**src/design/gar_pkg.sv**
```systemverilog
package gar_pkg;

   localparam int REG_COUNT_DEFAULT = 64;
   localparam int CMD_W = 4;
   localparam int IDX_W = 6;
   localparam int DATA_W = 32;

   localparam logic [DATA_W-1:0] THREAD_COUNT_RESET = 32'd1;

   typedef enum logic [CMD_W-1:0] {
      CMD_INC       = 4'd0,
      CMD_DEC       = 4'd1,
      CMD_ADD       = 4'd2,
      CMD_INC_RESET = 4'd3,
      CMD_BARRIER   = 4'd4,
      CMD_READ      = 4'd5,
      CMD_SEM_ACQ   = 4'd6,
      CMD_SEM_REL   = 4'd7,
      CMD_STORE     = 4'd8
   } cmd_type;

endpackage

```
**src/design/gar_intf.sv**
```systemverilog
interface gar_req_if;
   logic                         valid;
   logic                         ready;
   logic [gar_pkg::CMD_W-1:0]    cmd;
   logic [gar_pkg::IDX_W-1:0]    reg_index;
   logic [gar_pkg::DATA_W-1:0]   operand_value;
   logic                         thread_write_ok;

   modport source (output valid, cmd, reg_index, operand_value, thread_write_ok,
                   input ready);
   modport sink (input valid, cmd, reg_index, operand_value, thread_write_ok,
                 output ready);
endinterface

interface gar_rsp_if;
   logic                         valid;
   logic                         ready;
   logic                         accepted;
   logic [gar_pkg::DATA_W-1:0]   result_value;
   logic                         writes_thread;

   modport source (output valid, accepted, result_value, writes_thread,
                   input ready);
   modport sink (input valid, accepted, result_value, writes_thread,
                 output ready);
endinterface

```
**src/design/global_atomic_register_file.sv**
```systemverilog
// Global atomic register file.
// Items arrive on req_if (valid/ready): a command, a register index, an
// operand and a flag telling whether the thread write port is free. Each
// item yields exactly one result item on rsp_if: accepted, the value
// returned to the thread, and whether that value is written back.
// csr_wr_en/csr_wr_data load the thread count used by increment-reset;
// write it only while no item is in flight.
// Latency: an item accepted at edge N is read from memory at that edge; the
// modify/write-back loads the output register at edge N+1, so rsp_if.valid
// rises after edge N+1 and the result can be taken at edge N+2 at earliest.
// Throughput: one item per cycle; the single read-modify-write path through
// the register memory sets that figure, with a write-to-read forward
// covering back-to-back hits on one entry.
// Reset: the memory is swept to zero, one entry per cycle, for REG_COUNT
// cycles after reset falls; req_if.ready stays low during the sweep.
// The thread count returns to 1.
// Stall: when rsp_if.ready is low the result holds in the output register,
// the next item waits behind it in the read stage, and req_if.ready drops.
module global_atomic_register_file #(
   parameter int REG_COUNT = gar_pkg::REG_COUNT_DEFAULT
) (
   input  logic                        clock,
   input  logic                        reset,
   gar_req_if.sink                     req_if,
   gar_rsp_if.source                   rsp_if,
   input  logic                        csr_wr_en,
   input  logic [gar_pkg::DATA_W-1:0]  csr_wr_data
);

   localparam int AW = $clog2(REG_COUNT);
   localparam int DW = gar_pkg::DATA_W;

   logic [DW-1:0] mem [REG_COUNT];

   logic [DW-1:0] thread_count_ff;

   logic          clr_ff, clr_in;
   logic [AW-1:0] clr_cnt_ff, clr_cnt_in;

   logic                   s1_valid_ff;
   gar_pkg::cmd_type       s1_cmd_ff;
   logic [AW-1:0]          s1_addr_ff;
   logic                   s1_in_range_ff;
   logic [DW-1:0]          s1_opv_ff;
   logic                   s1_ok_ff;
   logic [DW-1:0]          rdata_ff;
   logic                   fwd_hit_ff;
   logic [DW-1:0]          fwd_data_ff;

   logic          rsp_valid_ff;
   logic          rsp_acc_ff;
   logic [DW-1:0] rsp_res_ff;
   logic          rsp_wt_ff;

   logic          req_fire, s1_fire;
   logic [AW-1:0] rd_addr;
   logic          rd_in_range;
   logic          wr_en;
   logic [AW-1:0] wr_addr;
   logic [DW-1:0] wr_data;

   logic          op_acc, op_wt, op_wr;
   logic [DW-1:0] op_res, op_new, old_val;

   // ---------------- handshakes ----------------
   assign s1_fire       = s1_valid_ff && (!rsp_valid_ff || rsp_if.ready);
   assign req_if.ready  = !clr_ff && (!s1_valid_ff || s1_fire);
   assign req_fire      = req_if.valid && req_if.ready;

   assign rd_addr     = AW'({{AW{1'b0}}, req_if.reg_index});
   assign rd_in_range = ({{(32-gar_pkg::IDX_W){1'b0}}, req_if.reg_index} < 32'(REG_COUNT));

   // ---------------- clearing sweep ----------------
   always_comb begin
      clr_in     = clr_ff;
      clr_cnt_in = clr_cnt_ff;
      if (clr_ff) begin
         clr_cnt_in = clr_cnt_ff + 1'b1;
         if (clr_cnt_ff == AW'(REG_COUNT - 1)) begin
            clr_in = 1'b0;
         end
      end
   end

   always_ff @(posedge clock) begin
      if (reset) begin
         clr_ff     <= 1'b1;
         clr_cnt_ff <= '0;
      end else begin
         clr_ff     <= clr_in;
         clr_cnt_ff <= clr_cnt_in;
      end
   end

   // ---------------- thread count ----------------
   always_ff @(posedge clock) begin
      if (reset) begin
         thread_count_ff <= gar_pkg::THREAD_COUNT_RESET;
      end else if (csr_wr_en) begin
         thread_count_ff <= csr_wr_data;
      end
   end

   // ---------------- modify ----------------
   assign old_val = !s1_in_range_ff ? '0 : (fwd_hit_ff ? fwd_data_ff : rdata_ff);

   always_comb begin
      op_acc = 1'b1;
      op_wt  = 1'b0;
      op_wr  = 1'b0;
      op_res = '0;
      op_new = old_val;
      unique case (s1_cmd_ff) inside
         gar_pkg::CMD_INC, gar_pkg::CMD_DEC, gar_pkg::CMD_ADD,
         gar_pkg::CMD_INC_RESET, gar_pkg::CMD_READ: begin
            if (!s1_ok_ff) begin
               op_acc = 1'b0;
            end else begin
               op_wt  = 1'b1;
               op_res = old_val;
               op_wr  = (s1_cmd_ff != gar_pkg::CMD_READ);
               case (s1_cmd_ff)
                  gar_pkg::CMD_INC: op_new = old_val + 1'b1;
                  gar_pkg::CMD_DEC: op_new = old_val - 1'b1;
                  gar_pkg::CMD_ADD: begin
                     op_new = old_val + s1_opv_ff;
                     op_res = old_val + s1_opv_ff;
                  end
                  gar_pkg::CMD_INC_RESET:
                     op_new = (old_val == thread_count_ff - 1'b1) ? '0 : old_val + 1'b1;
                  default: op_new = old_val;
               endcase
            end
         end
         gar_pkg::CMD_BARRIER: begin
            op_acc = (old_val == '0);
         end
         gar_pkg::CMD_SEM_ACQ: begin
            op_acc = (old_val == '0);
            op_wr  = (old_val == '0);
            op_new = DW'(1);
         end
         gar_pkg::CMD_SEM_REL: begin
            op_wr  = 1'b1;
            op_new = '0;
         end
         gar_pkg::CMD_STORE: begin
            op_wr  = 1'b1;
            op_new = s1_opv_ff;
         end
         default: begin
            op_acc = 1'b1;
         end
      endcase
   end

   // drop writes beyond the store; the sweep owns the port after reset
   assign wr_en   = clr_ff || (s1_fire && op_wr && s1_in_range_ff);
   assign wr_addr = clr_ff ? clr_cnt_ff : s1_addr_ff;
   assign wr_data = clr_ff ? '0 : op_new;

   // ---------------- memory ----------------
   always_ff @(posedge clock) begin
      if (wr_en) begin
         mem[wr_addr] <= wr_data;
      end
      if (req_fire) begin
         rdata_ff <= mem[rd_addr];
      end
   end

   // ---------------- read stage ----------------
   always_ff @(posedge clock) begin
      if (reset) begin
         s1_valid_ff <= 1'b0;
      end else if (req_fire) begin
         s1_valid_ff <= 1'b1;
      end else if (s1_fire) begin
         s1_valid_ff <= 1'b0;
      end
   end

   always_ff @(posedge clock) begin
      if (req_fire) begin
         s1_cmd_ff      <= gar_pkg::cmd_type'(req_if.cmd);
         s1_addr_ff     <= rd_addr;
         s1_in_range_ff <= rd_in_range;
         s1_opv_ff      <= req_if.operand_value;
         s1_ok_ff       <= req_if.thread_write_ok;
         // the memory returns the old word when written in the same cycle
         fwd_hit_ff     <= wr_en && (wr_addr == rd_addr);
         fwd_data_ff    <= wr_data;
      end
   end

   // ---------------- output register ----------------
   always_ff @(posedge clock) begin
      if (reset) begin
         rsp_valid_ff <= 1'b0;
      end else if (s1_fire) begin
         rsp_valid_ff <= 1'b1;
      end else if (rsp_if.ready) begin
         rsp_valid_ff <= 1'b0;
      end
   end

   always_ff @(posedge clock) begin
      if (s1_fire) begin
         rsp_acc_ff <= op_acc;
         rsp_res_ff <= op_wt ? op_res : '0;
         rsp_wt_ff  <= op_wt;
      end
   end

   assign rsp_if.valid         = rsp_valid_ff;
   assign rsp_if.accepted      = rsp_acc_ff;
   assign rsp_if.result_value  = rsp_res_ff;
   assign rsp_if.writes_thread = rsp_wt_ff;

   // ---------------- assertions ----------------
   a_no_accept_in_sweep: assert property (@(posedge clock) disable iff (reset)
      clr_ff |-> !req_if.ready)
      else $error("item taken during memory sweep");

   a_sweep_after_reset: assert property (@(posedge clock)
      reset |=> clr_ff && (clr_cnt_ff == '0))
      else $error("memory sweep did not restart after reset");

   a_result_follows: assert property (@(posedge clock) disable iff (reset)
      s1_fire |=> rsp_valid_ff)
      else $error("finished item produced no result");

   a_stall_holds_stage: assert property (@(posedge clock) disable iff (reset)
      s1_valid_ff && rsp_valid_ff && !rsp_if.ready |=> s1_valid_ff && $stable(s1_addr_ff))
      else $error("read stage lost its item during stall");

   a_reject_no_write: assert property (@(posedge clock) disable iff (reset)
      s1_fire && !op_acc |-> !wr_en)
      else $error("rejected item changed the store");

endmodule

```
**src/flat_wrapper.sv**
```systemverilog
// flat-port wrapper written by rule: the top's interface ports become plain ports
module global_atomic_register_file_flat 
#(
   parameter int REG_COUNT = gar_pkg::REG_COUNT_DEFAULT
)
  (clock, reset, csr_wr_en, csr_wr_data, req_if_valid, req_if_cmd, req_if_reg_index, req_if_operand_value, req_if_thread_write_ok, req_if_ready, rsp_if_valid, rsp_if_accepted, rsp_if_result_value, rsp_if_writes_thread, rsp_if_ready);
  gar_req_if req_if_i ();
  gar_rsp_if rsp_if_i ();
  input  logic clock;
  input  logic reset;
  input  logic csr_wr_en;
  input  logic [gar_pkg::DATA_W-1:0] csr_wr_data;
  input wire logic [$bits(req_if_i.valid)-1:0] req_if_valid;
  input wire logic [$bits(req_if_i.cmd)-1:0] req_if_cmd;
  input wire logic [$bits(req_if_i.reg_index)-1:0] req_if_reg_index;
  input wire logic [$bits(req_if_i.operand_value)-1:0] req_if_operand_value;
  input wire logic [$bits(req_if_i.thread_write_ok)-1:0] req_if_thread_write_ok;
  output wire logic [$bits(req_if_i.ready)-1:0] req_if_ready;
  output wire logic [$bits(rsp_if_i.valid)-1:0] rsp_if_valid;
  output wire logic [$bits(rsp_if_i.accepted)-1:0] rsp_if_accepted;
  output wire logic [$bits(rsp_if_i.result_value)-1:0] rsp_if_result_value;
  output wire logic [$bits(rsp_if_i.writes_thread)-1:0] rsp_if_writes_thread;
  input wire logic [$bits(rsp_if_i.ready)-1:0] rsp_if_ready;
  assign req_if_i.valid = req_if_valid;
  assign req_if_i.cmd = req_if_cmd;
  assign req_if_i.reg_index = req_if_reg_index;
  assign req_if_i.operand_value = req_if_operand_value;
  assign req_if_i.thread_write_ok = req_if_thread_write_ok;
  assign req_if_ready = req_if_i.ready;
  assign rsp_if_valid = rsp_if_i.valid;
  assign rsp_if_accepted = rsp_if_i.accepted;
  assign rsp_if_result_value = rsp_if_i.result_value;
  assign rsp_if_writes_thread = rsp_if_i.writes_thread;
  assign rsp_if_i.ready = rsp_if_ready;
  global_atomic_register_file #(.REG_COUNT(REG_COUNT)) u_core (.clock(clock), .reset(reset), .req_if(req_if_i), .rsp_if(rsp_if_i), .csr_wr_en(csr_wr_en), .csr_wr_data(csr_wr_data));
endmodule
```
**config.mk**
```make
export PLATFORM = sky130hd
export DESIGN_NAME = global_atomic_register_file_flat
export DESIGN_NICKNAME = d
export VERILOG_FILES = /design/src/design/gar_pkg.sv /design/src/design/gar_intf.sv /design/src/design/global_atomic_register_file.sv /design/src/flat_wrapper.sv
export SDC_FILE = /design/constraint.sdc
export NUM_CORES = 2
export LEC_CHECK = 0
export BUFFER_PORTS_ARGS = -buffer_cell sky130_fd_sc_hd__buf_2
export CORE_ASPECT_RATIO = 1.4
export CORE_MARGIN = 8
export CORE_UTILIZATION = 40
export DETAILED_ROUTE_END_ITERATION = 16
export GPL_ROUTABILITY_DRIVEN = 0
export PLACE_DENSITY = 0.59
export SYNTH_ARGS = -nofsm -noshare
export SYNTH_HDL_FRONTEND = slang
export SYNTH_SLANG_ARGS = --single-unit
```
**constraint.sdc**
```tcl
create_clock -name clock -period 21.5 [get_ports clock]
set_input_delay 2.15 -clock clock [delete_from_list [all_inputs] [get_ports clock]]
set_output_delay 2.15 -clock clock [all_outputs]
set_load 0.01 [all_outputs]
```
==> impl_metrics.ini <==
[run]
maxCapViolCount = 0

[critical_path]
timing_worst_setup_path_type = primary input to flip-flop
critPathMaxStageDelay_ps = 870
worstPathMaxFanout = 94
worstPathCellList = buf_8, buf_12, buf_12, buf_4, mux4_2, mux4_2, mux2_2, nand2_1, o21ai_0
timing.critical_path.arrival_ps = 6650
rr_startpoint = u_core.fwd_hit_ff
cp_slowest_cell = sky130_fd_sc_hd__buf_4
startpoint_type = primary input
r2r_slack_ps = 15480
r2r-end = u_core.mem[58][22]
reg2reg_depth = 14
timing.critical_path.required_ps = 22020
worst_setup_path_end_kind = flip-flop

[detailed_routing]
routed-via-count = 45200
drtAntennaViolNets = 0
drt-initial-drc-count = 4467
wl_mm = 242
detailedRoute.firstPassIterationCount = 7
post_drt_wl_per_cell_um = 31.8
routed_via_density = 5.95
drc = 0

[timing]
final_max_slew_viol_count = 0
fin_setup_tns_ps = 0
fin_crit_ps = 6130
final_hold_viol_count = 0
max_clock_freq_mhz = 163
max_slew_margin_pct = 12.4
actual_slew_at_the_worst_max_slew_pin_ps = 1310
final.setup_skew_ps = 44.4
setup_repair_after_global_routing_missed_its_margin = no
endpoints_failing_setup = 0
final_min_period_over_clock_period_pct = 28.5
holdWs_ps = 505

[pwr]
irDropWorstVdd_mv = 0.0617
cellLeakagePower_uw = 0.0363
cell_pwr_density_nw_per_um2 = 83.4

[final_layout]
final_common_cell = sky130_fd_sc_hd__edfxtp_1
nNetsFinal = 4653
layout_common_cells = 2190 x sky130_fd_sc_hd__edfxtp_1, 661 x sky130_fd_sc_hd__mux4_2, 201 x sky130_fd_sc_hd__clkbuf_16
final_layout_size_suffix_gt1_share_pct = 28.8
syn2layout_area_growth_pct = 12.8

[placed_design]
placed_wire_length_estimate_after_detailed_placement_mm = 130
buffer_ports.inserted = 115

[cts]
ctsRootBufferMaster = sky130_fd_sc_hd__clkbuf_16
cts_hold_buf = 0
tritoncts = built
clk_pin_slew_worst_paths_ps = 60
clk_latency_ps = 840
cts-htree-levels = 4
cts_repair_resize_count = 0
tritoncts.num_buffers = 200
clk_path_buf_depth = 4
clock_sink_count = 2231
postCtsSetupRepairBufs = 0

[min_path]
hold_start = u_core.clr_cnt_ff[5]
worstHoldEndpoint = u_core.clr_cnt_ff[5]
min_path_type = flip-flop to flip-flop
worstHoldPathCells = 2

[logic_synthesis]
post_synth_inst_count = 4303
synth_fp_nets = 4420
synth.cell_area_um2 = 90000
yosys_register_bits = 2231
async_set_or_reset_register_ratio_after_synthesis_pct = 0
seq_area_frac_synth_pct = 74.0
netlist-cell-type-count = 83
syn_avg_cell_area_um2 = 20.9
yosysWarnings = 0
postSynth.topFlopCell = sky130_fd_sc_hd__edfxtp_1
synth-edff-count = 2190

[die]
io-pin-count = 116
die_area_um2 = 241000
core.rowCount = 206
core_area_um2 = 224000
fp.dieW_um = 417
floorplan.initialDensity_pct = 40.1
die_h_um = 577

[status]
outcome = finished, final reports clean

[grt]
overflow = 0
grt_start_max_net_pins = 144
antenna_violations_before_repair = 3
global_route_wire_length_before_repair_mm = 342
globalRouteTotalUtil_pct = 19.7
via_count_of_the_first_global_routing_pass = 45900
-- worst max path at each step --
stage	slack, ps	cells after the start	startpoint	to
floorplan	14710	16	u_core.fwd_hit_ff	u_core.fwd_data_ff[30]
global placement	14270	9	req_if_reg_index[0]	u_core.rdata_ff[2]
detailed placement	14320	9	req_if_reg_index[0]	u_core.rdata_ff[6]
CTS	15200	9	req_if_reg_index[0]	u_core.rdata_ff[6]
global route	14920	9	req_if_reg_index[0]	u_core.rdata_ff[6]
finish	15370	9	req_if_reg_index[0]	u_core.rdata_ff[6]
-- power breakdown --
| part | internal (uW) | leakage, uW | switching (uW) | total (uW) |
|---|---|---|---|---|
| registers | 4730 | 0.0249 | 10.4 | 4740 |
| clock network | 1920 | 0.00304 | 1560 | 3480 |
| logic | 97.5 | 0.00838 | 144 | 241 |
-- sequential cells by signal (all words and copies together) (netlist names) --
register and flops:
u_core.mem 2048, u_core.fwd_data_ff 32, u_core.rdata_ff 32, u_core.rsp_if.result_value 32
u_core.s1_opv_ff 32, u_core.thread_count_ff 32, u_core.clr_cnt_ff 6, u_core.s1_addr_ff 6
u_core.s1_cmd_ff 4, u_core.clr_ff 1, u_core.fwd_hit_ff 1, u_core.rsp_if.accepted 1
u_core.rsp_if.valid 1, u_core.rsp_if.writes_thread 1, u_core.s1_ok_ff 1, u_core.s1_valid_ff 1
-- worst max-delay path, delay by kind of cell --
kind / cells / cell delay [ps]
buffers and inverters: 4 / 2580
AO/OA/AOI/OAI: 1 / 110
multiplexers: 3 / 1410
AND/OR/NAND/NOR: 1 / 80
-- kinds of logic (layout without fill, tap and decap cells) --
logic type / after synthesis / after routing / synth area share [%]
XOR/XNOR: 110 / 110 / 1.07
AND/OR/NAND/NOR: 556 / 556 / 2.98
multiplexers: 763 / 763 / 17.8
flip-flops: 2231 / 2231 / 74.0
adder cells (fa/ha/maj): 37 / 37 / 0.523
other: 0 / 4 / 0
buffers and inverters: 257 / 643 / 1.11
AO/OA/AOI/OAI: 349 / 349 / 2.53
-- metrics by stage --
stage / setup WS (ps) / util, % / power, uW / cells / instance area (um2)
2_1_floorplan: 14710 / - / 4990 / 4303 / 90000
3_3_place_gp: 14270 / 42.5 / 5080 / 7246 / 95200
3_5_place_dp: 14320 / 42.5 / 5080 / 7246 / 95200
4_1_cts: 15200 / 45.2 / 8530 / 7601 / 101000
5_1_grt: 14920 / 45.2 / 8680 / 7602 / 101000
6_report: 15370 / 45.2 / 8460 / 7605 / 101000
-- per-layer routing --
layer | track usage (%) | share of wire [%]
met1 | 25.7 | 39
met2 | 34.6 | 51
met3 | 2.26 | 6.3
met4 | 6.07 | 3.2
met5 | 0 | 0.052
-- synthesized netlist by cell type (all sizes together), types with 13 or more instances --
library cell,n,share of area [%]
inv,33,0.14
buf,75,0.35
o211ai,13,0.11
edfxtp,2190,73
mux4,661,17
mux2,27,0.34
a21o,20,0.17
nor4,18,0.15
dfxtp,41,0.91
nand3,45,0.25
a211oi,18,0.15
clkbuf,144,0.60
nor3,51,0.29
o21ai,72,0.40
mux2i,75,0.86
a31oi,25,0.17
xnor2,84,0.82
a21oi,89,0.50
or2,13,0.090
nor2b,13,0.090
nor2,200,0.83
nand2,120,0.51
a22oi,18,0.15
a221oi,22,0.22
xor2,26,0.25
ha,36,0.50
-- final cells by class --
class | instances | area [um2]
Timing Repair Buffer | 250 | 1690
Fill cell | 18700 | 123000
Tap cell | 2912 | 3640
Clock buffer | 238 | 5180
Sequential cell | 2231 | 66600
Clock inverter | 117 | 1030
Inverter | 38 | 143
Antenna cell | 4 | 10.0
Multi-Input combinational cell | 1815 | 23200
(Power assumes the default switching activity.)
